===== src/hdl/cdm_pkg.sv =====
// Shared types and constants for the cosine distance match unit.
// No dependencies; every other file of the unit imports this package.
package cdm_pkg;

  localparam int unsigned VEC_MAX_DEF = 256;
  localparam int unsigned ELEM_W      = 16;
  localparam int unsigned PROD_W      = 32;
  localparam int unsigned ACC_W       = 40;
  localparam int unsigned HALF_W      = 20;
  localparam int unsigned PRODW_W     = 80;
  localparam int unsigned ROOT_W      = 40;
  localparam int unsigned REM_W       = 42;
  localparam int unsigned NORM_W      = 41;
  localparam int unsigned DIVD_W      = 56;
  localparam int unsigned QUO_W       = 16;
  localparam int unsigned DIST_W      = 16;
  localparam int unsigned STEP_W      = 6;
  localparam int unsigned ONE_Q14     = 16384;
  localparam logic [DIST_W-1:0] THR_RESET = 16'd4915;

  localparam int unsigned JOBQ_DEPTH = 2;
  localparam int unsigned JOBQ_PTR_W = $clog2(JOBQ_DEPTH);
  localparam int unsigned JOBQ_CNT_W = $clog2(JOBQ_DEPTH + 1);

  // Accumulator snapshot of one finished vector pair.
  typedef struct packed {
    logic [ACC_W-1:0] dot;
    logic [ACC_W-1:0] qsq;
    logic [ACC_W-1:0] rsq;
  } job_t;

  typedef struct packed {
    logic full;
    logic afull;
  } jobq_status_t;

  typedef enum logic [2:0] {
    BK_IDLE,
    BK_MUL,
    BK_SQRT,
    BK_PREP,
    BK_DIV,
    BK_FIN,
    BK_DONE
  } back_state_e;

endpackage


===== src/hdl/cdm_front.sv =====
// Front end: accepts element pairs, multiplies and accumulates with saturation.
// Depends on cdm_pkg; hands finished accumulator snapshots to cdm_jobq.
module cdm_front #(
  parameter int unsigned VecMax = cdm_pkg::VEC_MAX_DEF
) (
  input  logic                                   clk_i,
  input  logic                                   rst_ni,
  input  logic                                   push_i,
  output logic                                   full_o,
  input  logic signed [cdm_pkg::ELEM_W-1:0]      query_elem_i,
  input  logic signed [cdm_pkg::ELEM_W-1:0]      ref_elem_i,
  input  logic                                   last_i,
  input  cdm_pkg::jobq_status_t                  qstat_i,
  output logic                                   job_valid_o,
  output cdm_pkg::job_t                          job_o
);
  import cdm_pkg::*;

  localparam int unsigned CntW = $clog2(VecMax + 1);

  logic [CntW-1:0]          cnt_q, cnt_d;
  logic                     s1_valid_q, s1_last_q;
  logic signed [PROD_W-1:0] s1_dot_q, s1_dot_d;
  logic [PROD_W-1:0]        s1_qsq_q, s1_qsq_d, s1_rsq_q, s1_rsq_d;
  logic [ACC_W-1:0]         dot_q, qsq_q, rsq_q;
  logic [ACC_W-1:0]         dot_sat, qsq_sat, rsq_sat;
  logic [ACC_W:0]           dot_sum, qsq_sum, rsq_sum;
  logic                     accept, use_elem;
  logic signed [PROD_W-1:0] pq, pr, pqr;

  // A last element in flight takes the last free queue slot in this cycle.
  assign full_o   = qstat_i.full | (qstat_i.afull & s1_valid_q & s1_last_q);
  assign accept   = push_i & ~full_o;
  assign use_elem = (cnt_q < CntW'(VecMax));

  assign pqr = query_elem_i * ref_elem_i;
  assign pq  = query_elem_i * query_elem_i;
  assign pr  = ref_elem_i * ref_elem_i;

  always_comb begin
    s1_dot_d = use_elem ? pqr : '0;
    s1_qsq_d = use_elem ? PROD_W'(pq) : '0;
    s1_rsq_d = use_elem ? PROD_W'(pr) : '0;
    cnt_d    = cnt_q;
    if (accept) begin
      if (last_i) begin
        cnt_d = '0;
      end else if (use_elem) begin
        cnt_d = cnt_q + CntW'(1);
      end
    end
  end

  assign dot_sum = {dot_q[ACC_W-1], dot_q} + {{(ACC_W+1-PROD_W){s1_dot_q[PROD_W-1]}}, s1_dot_q};
  assign qsq_sum = {1'b0, qsq_q} + {{(ACC_W+1-PROD_W){1'b0}}, s1_qsq_q};
  assign rsq_sum = {1'b0, rsq_q} + {{(ACC_W+1-PROD_W){1'b0}}, s1_rsq_q};

  always_comb begin
    dot_sat = dot_sum[ACC_W-1:0];
    if (dot_sum[ACC_W] != dot_sum[ACC_W-1]) begin
      dot_sat = dot_sum[ACC_W] ? {1'b1, {(ACC_W-1){1'b0}}} : {1'b0, {(ACC_W-1){1'b1}}};
    end
    qsq_sat = qsq_sum[ACC_W] ? '1 : qsq_sum[ACC_W-1:0];
    rsq_sat = rsq_sum[ACC_W] ? '1 : rsq_sum[ACC_W-1:0];
  end

  assign job_valid_o = s1_valid_q & s1_last_q;
  assign job_o       = '{dot: dot_sat, qsq: qsq_sat, rsq: rsq_sat};

  always_ff @(posedge clk_i or negedge rst_ni) begin
    if (!rst_ni) begin
      cnt_q      <= '0;
      s1_valid_q <= 1'b0;
      s1_last_q  <= 1'b0;
      dot_q      <= '0;
      qsq_q      <= '0;
      rsq_q      <= '0;
    end else begin
      cnt_q      <= cnt_d;
      s1_valid_q <= accept;
      s1_last_q  <= accept & last_i;
      if (s1_valid_q) begin
        dot_q <= s1_last_q ? '0 : dot_sat;
        qsq_q <= s1_last_q ? '0 : qsq_sat;
        rsq_q <= s1_last_q ? '0 : rsq_sat;
      end
    end
  end

  always_ff @(posedge clk_i) begin
    if (accept) begin
      s1_dot_q <= s1_dot_d;
      s1_qsq_q <= s1_qsq_d;
      s1_rsq_q <= s1_rsq_d;
    end
  end

endmodule


===== src/hdl/cdm_jobq.sv =====
// Short queue of accumulator snapshots between the front and back ends.
// Depends on cdm_pkg for the job type and the depth.
module cdm_jobq (
  input  logic                  clk_i,
  input  logic                  rst_ni,
  input  logic                  push_valid_i,
  input  cdm_pkg::job_t         push_job_i,
  input  logic                  pop_i,
  output logic                  valid_o,
  output cdm_pkg::job_t         job_o,
  output cdm_pkg::jobq_status_t status_o
);
  import cdm_pkg::*;

  job_t                  mem_q [JOBQ_DEPTH];
  logic [JOBQ_PTR_W-1:0] wr_ptr_q, rd_ptr_q;
  logic [JOBQ_CNT_W-1:0] cnt_q;
  logic                  do_push, do_pop;

  assign valid_o        = (cnt_q != '0);
  assign job_o          = mem_q[rd_ptr_q];
  assign status_o.full  = (cnt_q == JOBQ_CNT_W'(JOBQ_DEPTH));
  assign status_o.afull = (cnt_q == JOBQ_CNT_W'(JOBQ_DEPTH - 1));
  assign do_push        = push_valid_i & ~status_o.full;
  assign do_pop         = pop_i & valid_o;

  always_ff @(posedge clk_i or negedge rst_ni) begin
    if (!rst_ni) begin
      wr_ptr_q <= '0;
      rd_ptr_q <= '0;
      cnt_q    <= '0;
    end else begin
      if (do_push) begin
        wr_ptr_q <= (wr_ptr_q == JOBQ_PTR_W'(JOBQ_DEPTH - 1)) ? '0 : wr_ptr_q + JOBQ_PTR_W'(1);
      end
      if (do_pop) begin
        rd_ptr_q <= (rd_ptr_q == JOBQ_PTR_W'(JOBQ_DEPTH - 1)) ? '0 : rd_ptr_q + JOBQ_PTR_W'(1);
      end
      if (do_push && !do_pop) begin
        cnt_q <= cnt_q + JOBQ_CNT_W'(1);
      end else if (do_pop && !do_push) begin
        cnt_q <= cnt_q - JOBQ_CNT_W'(1);
      end
    end
  end

  always_ff @(posedge clk_i) begin
    if (do_push) begin
      mem_q[wr_ptr_q] <= push_job_i;
    end
  end

endmodule


===== src/hdl/cdm_back.sv =====
// Back end: norm product, square root, division and threshold compare.
// Depends on cdm_pkg; takes jobs from cdm_jobq and holds one result.
module cdm_back (
  input  logic                         clk_i,
  input  logic                         rst_ni,
  input  logic                         job_valid_i,
  input  cdm_pkg::job_t                job_i,
  output logic                         job_pop_o,
  input  logic [cdm_pkg::DIST_W-1:0]   thr_i,
  input  logic                         pop_i,
  output logic                         empty_o,
  output logic [cdm_pkg::DIST_W-1:0]   distance_o,
  output logic                         is_match_o
);
  import cdm_pkg::*;

  back_state_e         state_q, state_d;
  logic [STEP_W-1:0]   step_q, step_d;
  logic [ACC_W-1:0]    a_q, a_d, b_q, b_d, dot_q, dot_d;
  logic [PRODW_W-1:0]  prod_q, prod_d, rad_q, rad_d, pp_sh;
  logic [REM_W-1:0]    rem_q, rem_d, rem_sh, trial;
  logic [ROOT_W-1:0]   root_q, root_d;
  logic [DIVD_W-1:0]   divr_q, divr_d, dvs_q, dvs_d;
  logic [QUO_W-1:0]    quo_q, quo_d;
  logic [DIST_W-1:0]   dist_q, dist_d, dist_c;
  logic                match_q, match_d;
  logic [HALF_W-1:0]   ah, bh;
  logic [2*HALF_W-1:0] pp;
  logic [ACC_W-1:0]    mag;
  logic [NORM_W-1:0]   norm;
  logic [QUO_W-2:0]    sim_mag;

  assign ah = step_q[1] ? a_q[ACC_W-1:HALF_W] : a_q[HALF_W-1:0];
  assign bh = step_q[0] ? b_q[ACC_W-1:HALF_W] : b_q[HALF_W-1:0];
  assign pp = (2*HALF_W)'(ah) * (2*HALF_W)'(bh);

  always_comb begin
    case (step_q[1:0])
      2'd0:    pp_sh = {{(2*HALF_W){1'b0}}, pp};
      2'd3:    pp_sh = {pp, {(2*HALF_W){1'b0}}};
      default: pp_sh = {{HALF_W{1'b0}}, pp, {HALF_W{1'b0}}};
    endcase
  end

  assign rem_sh  = {rem_q[REM_W-3:0], rad_q[PRODW_W-1 -: 2]};
  assign trial   = {root_q, 2'b01};
  assign mag     = dot_q[ACC_W-1] ? (~dot_q + ACC_W'(1)) : dot_q;
  assign norm    = NORM_W'(root_q) + NORM_W'(1);
  assign sim_mag = (quo_q > QUO_W'(ONE_Q14)) ? (QUO_W-1)'(ONE_Q14) : quo_q[QUO_W-2:0];
  assign dist_c  = dot_q[ACC_W-1] ? (DIST_W'(ONE_Q14) + DIST_W'(sim_mag))
                                  : (DIST_W'(ONE_Q14) - DIST_W'(sim_mag));

  assign empty_o    = (state_q != BK_DONE);
  assign distance_o = dist_q;
  assign is_match_o = match_q;

  always_comb begin
    state_d   = state_q;
    step_d    = step_q;
    a_d       = a_q;
    b_d       = b_q;
    dot_d     = dot_q;
    prod_d    = prod_q;
    rad_d     = rad_q;
    rem_d     = rem_q;
    root_d    = root_q;
    divr_d    = divr_q;
    dvs_d     = dvs_q;
    quo_d     = quo_q;
    dist_d    = dist_q;
    match_d   = match_q;
    job_pop_o = 1'b0;
    case (state_q)
      BK_IDLE: begin
        if (job_valid_i) begin
          job_pop_o = 1'b1;
          a_d       = job_i.qsq;
          b_d       = job_i.rsq;
          dot_d     = job_i.dot;
          prod_d    = '0;
          step_d    = '0;
          state_d   = BK_MUL;
        end
      end
      BK_MUL: begin
        // Four 20x20 partial products make the 80-bit norm product.
        prod_d = prod_q + pp_sh;
        step_d = step_q + STEP_W'(1);
        if (step_q == STEP_W'(3)) begin
          rad_d   = prod_d;
          rem_d   = '0;
          root_d  = '0;
          step_d  = '0;
          state_d = BK_SQRT;
        end
      end
      BK_SQRT: begin
        // One root bit per cycle, two radicand bits consumed.
        rad_d  = {rad_q[PRODW_W-3:0], 2'b00};
        step_d = step_q + STEP_W'(1);
        if (rem_sh >= trial) begin
          rem_d  = rem_sh - trial;
          root_d = {root_q[ROOT_W-2:0], 1'b1};
        end else begin
          rem_d  = rem_sh;
          root_d = {root_q[ROOT_W-2:0], 1'b0};
        end
        if (step_q == STEP_W'(ROOT_W - 1)) begin
          state_d = BK_PREP;
        end
      end
      BK_PREP: begin
        divr_d  = {{(DIVD_W-ACC_W-14){1'b0}}, mag, 14'd0};
        dvs_d   = {norm, {(DIVD_W-NORM_W){1'b0}}};
        quo_d   = '0;
        step_d  = '0;
        state_d = BK_DIV;
      end
      BK_DIV: begin
        // Restoring division; a set top quotient bit means the result clamps.
        dvs_d  = {1'b0, dvs_q[DIVD_W-1:1]};
        step_d = step_q + STEP_W'(1);
        if (divr_q >= dvs_q) begin
          divr_d = divr_q - dvs_q;
          quo_d  = {quo_q[QUO_W-2:0], 1'b1};
        end else begin
          quo_d  = {quo_q[QUO_W-2:0], 1'b0};
        end
        if (step_q == STEP_W'(QUO_W - 1)) begin
          state_d = BK_FIN;
        end
      end
      BK_FIN: begin
        dist_d  = dist_c;
        match_d = (dist_c < thr_i);
        state_d = BK_DONE;
      end
      BK_DONE: begin
        if (pop_i) begin
          state_d = BK_IDLE;
        end
      end
      default: begin
        state_d = BK_IDLE;
      end
    endcase
  end

  always_ff @(posedge clk_i or negedge rst_ni) begin
    if (!rst_ni) begin
      state_q <= BK_IDLE;
      step_q  <= '0;
    end else begin
      state_q <= state_d;
      step_q  <= step_d;
    end
  end

  always_ff @(posedge clk_i) begin
    a_q     <= a_d;
    b_q     <= b_d;
    dot_q   <= dot_d;
    prod_q  <= prod_d;
    rad_q   <= rad_d;
    rem_q   <= rem_d;
    root_q  <= root_d;
    divr_q  <= divr_d;
    dvs_q   <= dvs_d;
    quo_q   <= quo_d;
    dist_q  <= dist_d;
    match_q <= match_d;
  end

endmodule


===== src/hdl/cosine_distance_match_unit.sv =====
// Top level of the cosine distance match unit.
// Depends on cdm_pkg, cdm_front, cdm_jobq and cdm_back.
//
// The unit streams two feature vectors as element pairs (signed Q3.12) and,
// on the element marked last, reports the cosine distance 1 - x.y/(|x||y|)
// in unsigned Q2.14 together with a match flag that is set when the distance
// is strictly below the match_threshold register (reset value 0.3). Both
// sides look like a queue: push an element while full is low, pop a result
// while empty is low. The front end takes one element per cycle and keeps
// three saturating 40-bit accumulators; elements beyond VecMax in one vector
// are dropped, but a last flag on them still closes the vector. Each closed
// vector leaves a snapshot in a two-entry queue, and the back end works on
// one snapshot at a time: the 80-bit norm product as four partial products
// on a 20x20 multiplier, the bit-serial square root and the restoring
// division, plus setup and the final compare. That back-end sequencer sets
// the rate per vector; streaming elements stalls only when two closed
// vectors are already waiting. Write the threshold only while no
// transaction is in progress.
module cosine_distance_match_unit #(
  parameter int unsigned VecMax = cdm_pkg::VEC_MAX_DEF
) (
  input  logic                                clk_i,
  input  logic                                rst_ni,
  input  logic                                cfg_we_i,
  input  logic [cdm_pkg::DIST_W-1:0]          cfg_wdata_i,
  input  logic                                push_i,
  output logic                                full_o,
  input  logic signed [cdm_pkg::ELEM_W-1:0]   query_elem_i,
  input  logic signed [cdm_pkg::ELEM_W-1:0]   ref_elem_i,
  input  logic                                last_i,
  output logic                                empty_o,
  input  logic                                pop_i,
  output logic [cdm_pkg::DIST_W-1:0]          distance_o,
  output logic                                is_match_o
);
  import cdm_pkg::*;

  logic [DIST_W-1:0] thr_q;
  logic              fe_job_valid, q_valid, q_pop;
  job_t              fe_job, q_job;
  jobq_status_t      q_status;

  // The threshold register; it is sampled when a result is formed.
  always_ff @(posedge clk_i or negedge rst_ni) begin
    if (!rst_ni) begin
      thr_q <= THR_RESET;
    end else if (cfg_we_i) begin
      thr_q <= cfg_wdata_i;
    end
  end

  cdm_front #(
    .VecMax(VecMax)
  ) u_front (
    .clk_i       (clk_i),
    .rst_ni      (rst_ni),
    .push_i      (push_i),
    .full_o      (full_o),
    .query_elem_i(query_elem_i),
    .ref_elem_i  (ref_elem_i),
    .last_i      (last_i),
    .qstat_i     (q_status),
    .job_valid_o (fe_job_valid),
    .job_o       (fe_job)
  );

  cdm_jobq u_jobq (
    .clk_i       (clk_i),
    .rst_ni      (rst_ni),
    .push_valid_i(fe_job_valid),
    .push_job_i  (fe_job),
    .pop_i       (q_pop),
    .valid_o     (q_valid),
    .job_o       (q_job),
    .status_o    (q_status)
  );

  cdm_back u_back (
    .clk_i      (clk_i),
    .rst_ni     (rst_ni),
    .job_valid_i(q_valid),
    .job_i      (q_job),
    .job_pop_o  (q_pop),
    .thr_i      (thr_q),
    .pop_i      (pop_i),
    .empty_o    (empty_o),
    .distance_o (distance_o),
    .is_match_o (is_match_o)
  );

endmodule


===== config.mk =====
export PLATFORM = sky130hd
export DESIGN_NAME = cosine_distance_match_unit
export DESIGN_NICKNAME = d
export VERILOG_FILES = /design/src/hdl/cdm_pkg.sv /design/src/hdl/cdm_front.sv /design/src/hdl/cdm_jobq.sv /design/src/hdl/cdm_back.sv /design/src/hdl/cosine_distance_match_unit.sv
export SDC_FILE = /design/constraint.sdc
export NUM_CORES = 2
export LEC_CHECK = 0
export BUFFER_PORTS_ARGS = -buffer_cell sky130_fd_sc_hd__buf_2
export CAP_MARGIN = 5
export CORE_ASPECT_RATIO = 0.8
export CORE_MARGIN = 3
export CORE_UTILIZATION = 60
export DETAILED_ROUTE_END_ITERATION = 10
export PLACE_DENSITY_LB_ADDON = 0.15
export SLEW_MARGIN = 0
export SYNTH_ARGS = -nofsm -noshare
export SYNTH_HDL_FRONTEND = slang
export SYNTH_HIERARCHICAL = 1
export SYNTH_SLANG_ARGS = --single-unit

===== constraint.sdc =====
create_clock -name clk_i -period 15.45 [get_ports clk_i]
set_clock_uncertainty 0.15 [all_clocks]
set_input_delay 3.09 -clock clk_i [delete_from_list [all_inputs] [get_ports clk_i]]
set_output_delay 3.09 -clock clk_i [all_outputs]
set_load 0.01 [all_outputs]

==> results.tsv <==
stage	metric	value	unit
detailed_routing	DR iter-0 viols	6414	
die	starting density of the core	60.8	%
synthesis	Mapped Cells	9923	
detailed_routing	DRC	0	
clock_tree	root buffer selected by CTS	clkbuf_16	
die	die area	0.167	sq mm
synthesis	main area contributors after synthesis	edfxtp_1, fa_1, ha_1, inv_1, dfrtp_1	
die	Site Rows	131	
synthesis	Mapped Area	0.0975	sq mm
synthesis	Synth Net Count	11756	
worst_setup_path	Critical Path Start	u_back/step_q[1]	
worst_setup_path	WP data arrival	13.00	ns
die	total core area	0.160	sq mm
worst_setup_path	CP required	15.78	ns
clock_tree	Sink Count	999	
cells_and_area	Area Growth Syn to Fin	6.27	%
cells_and_area	ant diodes	0	
detailed_routing	First-pass DRT Iterations	5	
placement	placer congestion estimate	0.950	
worst_setup_path	cell mode on critical path	fa_1	
detailed_routing	Via Count	71477	
worst_setup_path	Worst path max stage delay	1.02	ns
timing	f_max	78.9	MHz
detailed_routing	post-route ant nets	0	
timing	period utilisation layout	82.0	%
clock_tree	Clock Path Buffers	3	
worst_hold_path	Hold Path Origin	u_jobq/mem_q[1][20]	
global_routing	gr usage total	31.2	%
worst_setup_path	crit-path max FO	33	
worst_setup_path	CP Class	reg2reg	
die	chip height	367	microns
detailed_routing	final WL	261000	microns
synthesis	Cell variety after synth	110	
global_routing	first-pass GRT wire length	413000	microns
clock_tree	CTS Buf Count	104	
clock_tree	CTS clk-pin slew, worst paths	0.07	ns
timing	Fin. Hold Viols	0	
worst_setup_path	Startpoint Class	register	
timing	Rel. slew slack	17.8	%
timing	Tmin final	12.67	ns
worst_setup_path	origin of the critical flop-to-flop path	u_back/step_q[1]	
synthesis	ys flop type	edfxtp_1	
cells_and_area	NumNets Final	11638	
clock_tree	Setup Buffers After CTS	0	
timing	RSZ-0062 raised after global routing	no	
timing	fin. max-slew vios	0	
clock_tree	CTS tree	yes	
timing	setup tns final	0	ns
worst_setup_path	CP max-delay cell	mux2i_1	
detailed_routing	Via density	5.94	
die	Ports	73	
synthesis	Synth top area share	25.8	%
global_routing	pin count of the biggest net entering global routing	99	
worst_setup_path	Critical Path End Type	register	
worst_hold_path	Hold Crit Class	reg2reg	
run	Max Cap Viol	0	
placement	PortBufs	72	
placement	Detailed Place HPWL	197000	microns
global_routing	grt total ovfl	0	
timing	Worst Tran Pin Value	1.20	ns
clock_tree	CTS H-Tree Depth	3	
clock_tree	post_cts resized	0	
outcome	outcome	finished, final reports clean	
clock_tree	hold_buf cts	0	
cells_and_area	share of layout cells above drive strength 1	6.52	%
global_routing	vias in the first global route	72437	
clock_tree	Clk Latency, worst-skew pair	0.76	ns
synthesis	post-synthesis sequential area ratio	30.0	%
synthesis	flops & latches, synth	999	
detailed_routing	post-DR wirelength/cell	21.7	microns
synthesis	EDFF count, synth	839	
synthesis	Synth async-reset ratio	16.0	%
synthesis	mean post-synth cell area	9.82	sq um
global_routing	initial antenna violation count	4	
die	Die X	457	microns
timing	final setup vio count	0	
synthesis	top cell type by total area after synthesis	edfxtp_1	
synthesis	Synth warnings	6	
## synthesized netlist by cell type, drive strengths merged, types with 81 or more instances
master  count
a21o      207
a21oi     473
a22o       82
and2      211
and3       81
clkbuf    335
dfrtp     153
edfxtp    839
fa       1051
ha        728
inv      1493
mux2      173
nand2     939
nand3     121
nor2      938
nor3      126
o21ai     427
xnor2     338
xor2      146
## logic make-up (layout without fill, tap and decap cells)
group                      after synthesis  after routing  synth area share [%]
and+or+nand+nor                       2770           2770                  12.8
buffers and inverters                 1891           1865                  7.44
adders and majority gates             1801           1801                  31.2
AOI/OAI and AO/OA                     1747           1747                  11.6
DFF                                    999            999                  30.0
xor gates and xnor gates               484            484                  4.35
muxes                                  231            231                  2.63
## path summary, 6_finish.rpt
path / endpoint / slack [ns] / cells after the start
max in group asynchronous: u_jobq/rd_ptr_q / 10.89 / 3
hold reg to reg: u_back/b_q[20] / 0.33 / 1
min in group asynchronous: u_back/state_q[2] / 2.22 / 1
hold / removal: u_back/b_q[20] / 0.33 / 1
setup / recovery: u_back/rad_q[72] / 2.78 / 35
setup reg to reg: u_back/rad_q[72] / 2.78 / 35
## critical path: cells and delay by family (launching register included)
kind	cells	cell delay, ns
buffers and inverters	5	0.70
adders and majority gates	9	4.35
and+or+nand+nor	3	0.91
DFF	1	0.63
AOI/OAI and AO/OA	15	4.06
muxes	1	1.02
xor gates and xnor gates	2	0.56
## registers in the layout, summed over array words and instances, names as in the netlist, 32 cells and up
register          flops
u_back/dot_q         40
u_back/prod_q        80
u_back/rem_q         40
u_back/divr_q        56
u_front/s1_dot_q     32
u_back/b_q           40
u_jobq/mem_q        240
u_back/root_q        40
u_back/rad_q         80
u_back/dvs_q         56
u_front/qsq_q        40
u_front/rsq_q        40
u_front/dot_q        40
u_back/a_q           40
## area by class of cell
class,instances,area (sq um)
multi-input cells,7033,61200
fillers,13052,56900
flip-flops and latches,999,29200
inverters,1499,5630
clock buffers,125,2800
well taps,2128,2660
repair buffers,168,1090
clock inverters,73,1030
## layer usage
layer / vias to the layer above / routed length, microns / GRT usage, % / part of all wire [%]
li1: 32852 / - / - / -
met1: 35467 / 117000 / 46.0 / 45
met2: 2738 / 116000 / 48.1 / 44
met3: 420 / 20000 / 5.17 / 7.7
met4: 0 / 7450 / 8.27 / 2.9
met5: - / 0 / 0 / 0
## placed cells by master (no fill, tap or decap), types with 47 or more instances in the layout
cell type  count
a21o_1       207
a21oi_1      472
a22o_1        82
a31oi_1       75
and2_1       209
and3_1        81
buf_2         71
buf_4         95
clkbuf_16    106
dfrtp_1      149
edfxtp_1     839
fa_1        1051
ha_1         728
inv_1       1489
mux2_2       163
mux2i_1       50
nand2_1      936
nand2b_1      72
nand3_1      121
nand4_1       76
nor2_1       936
nor2b_1       64
nor3_1       123
o21a_1        64
o21ai_0      413
o21bai_1      51
o31ai_1       47
xnor2_1      338
xor2_1       146
## through the flow
step | cells | util (%) | setup WS [ns] | area (sq um) | hold slack, ns
global placement | 11826 | 62.2 | 2.89 | 99700 | 0.324
global route | 12025 | 64.6 | 1.98 | 104000 | 0.335
CTS | 12025 | 64.6 | 2.79 | 104000 | 0.328
detailed placement | 11827 | 62.2 | 2.81 | 99800 | 0.331
finish | 12025 | 64.6 | 2.78 | 104000 | 0.333
floorplan | 9923 | - | 2.12 | 97500 | 0.309
Power is left out: the tool's default activity adds up to more than one toggle a clock period on the data nets, which glitch-free logic cannot reach.
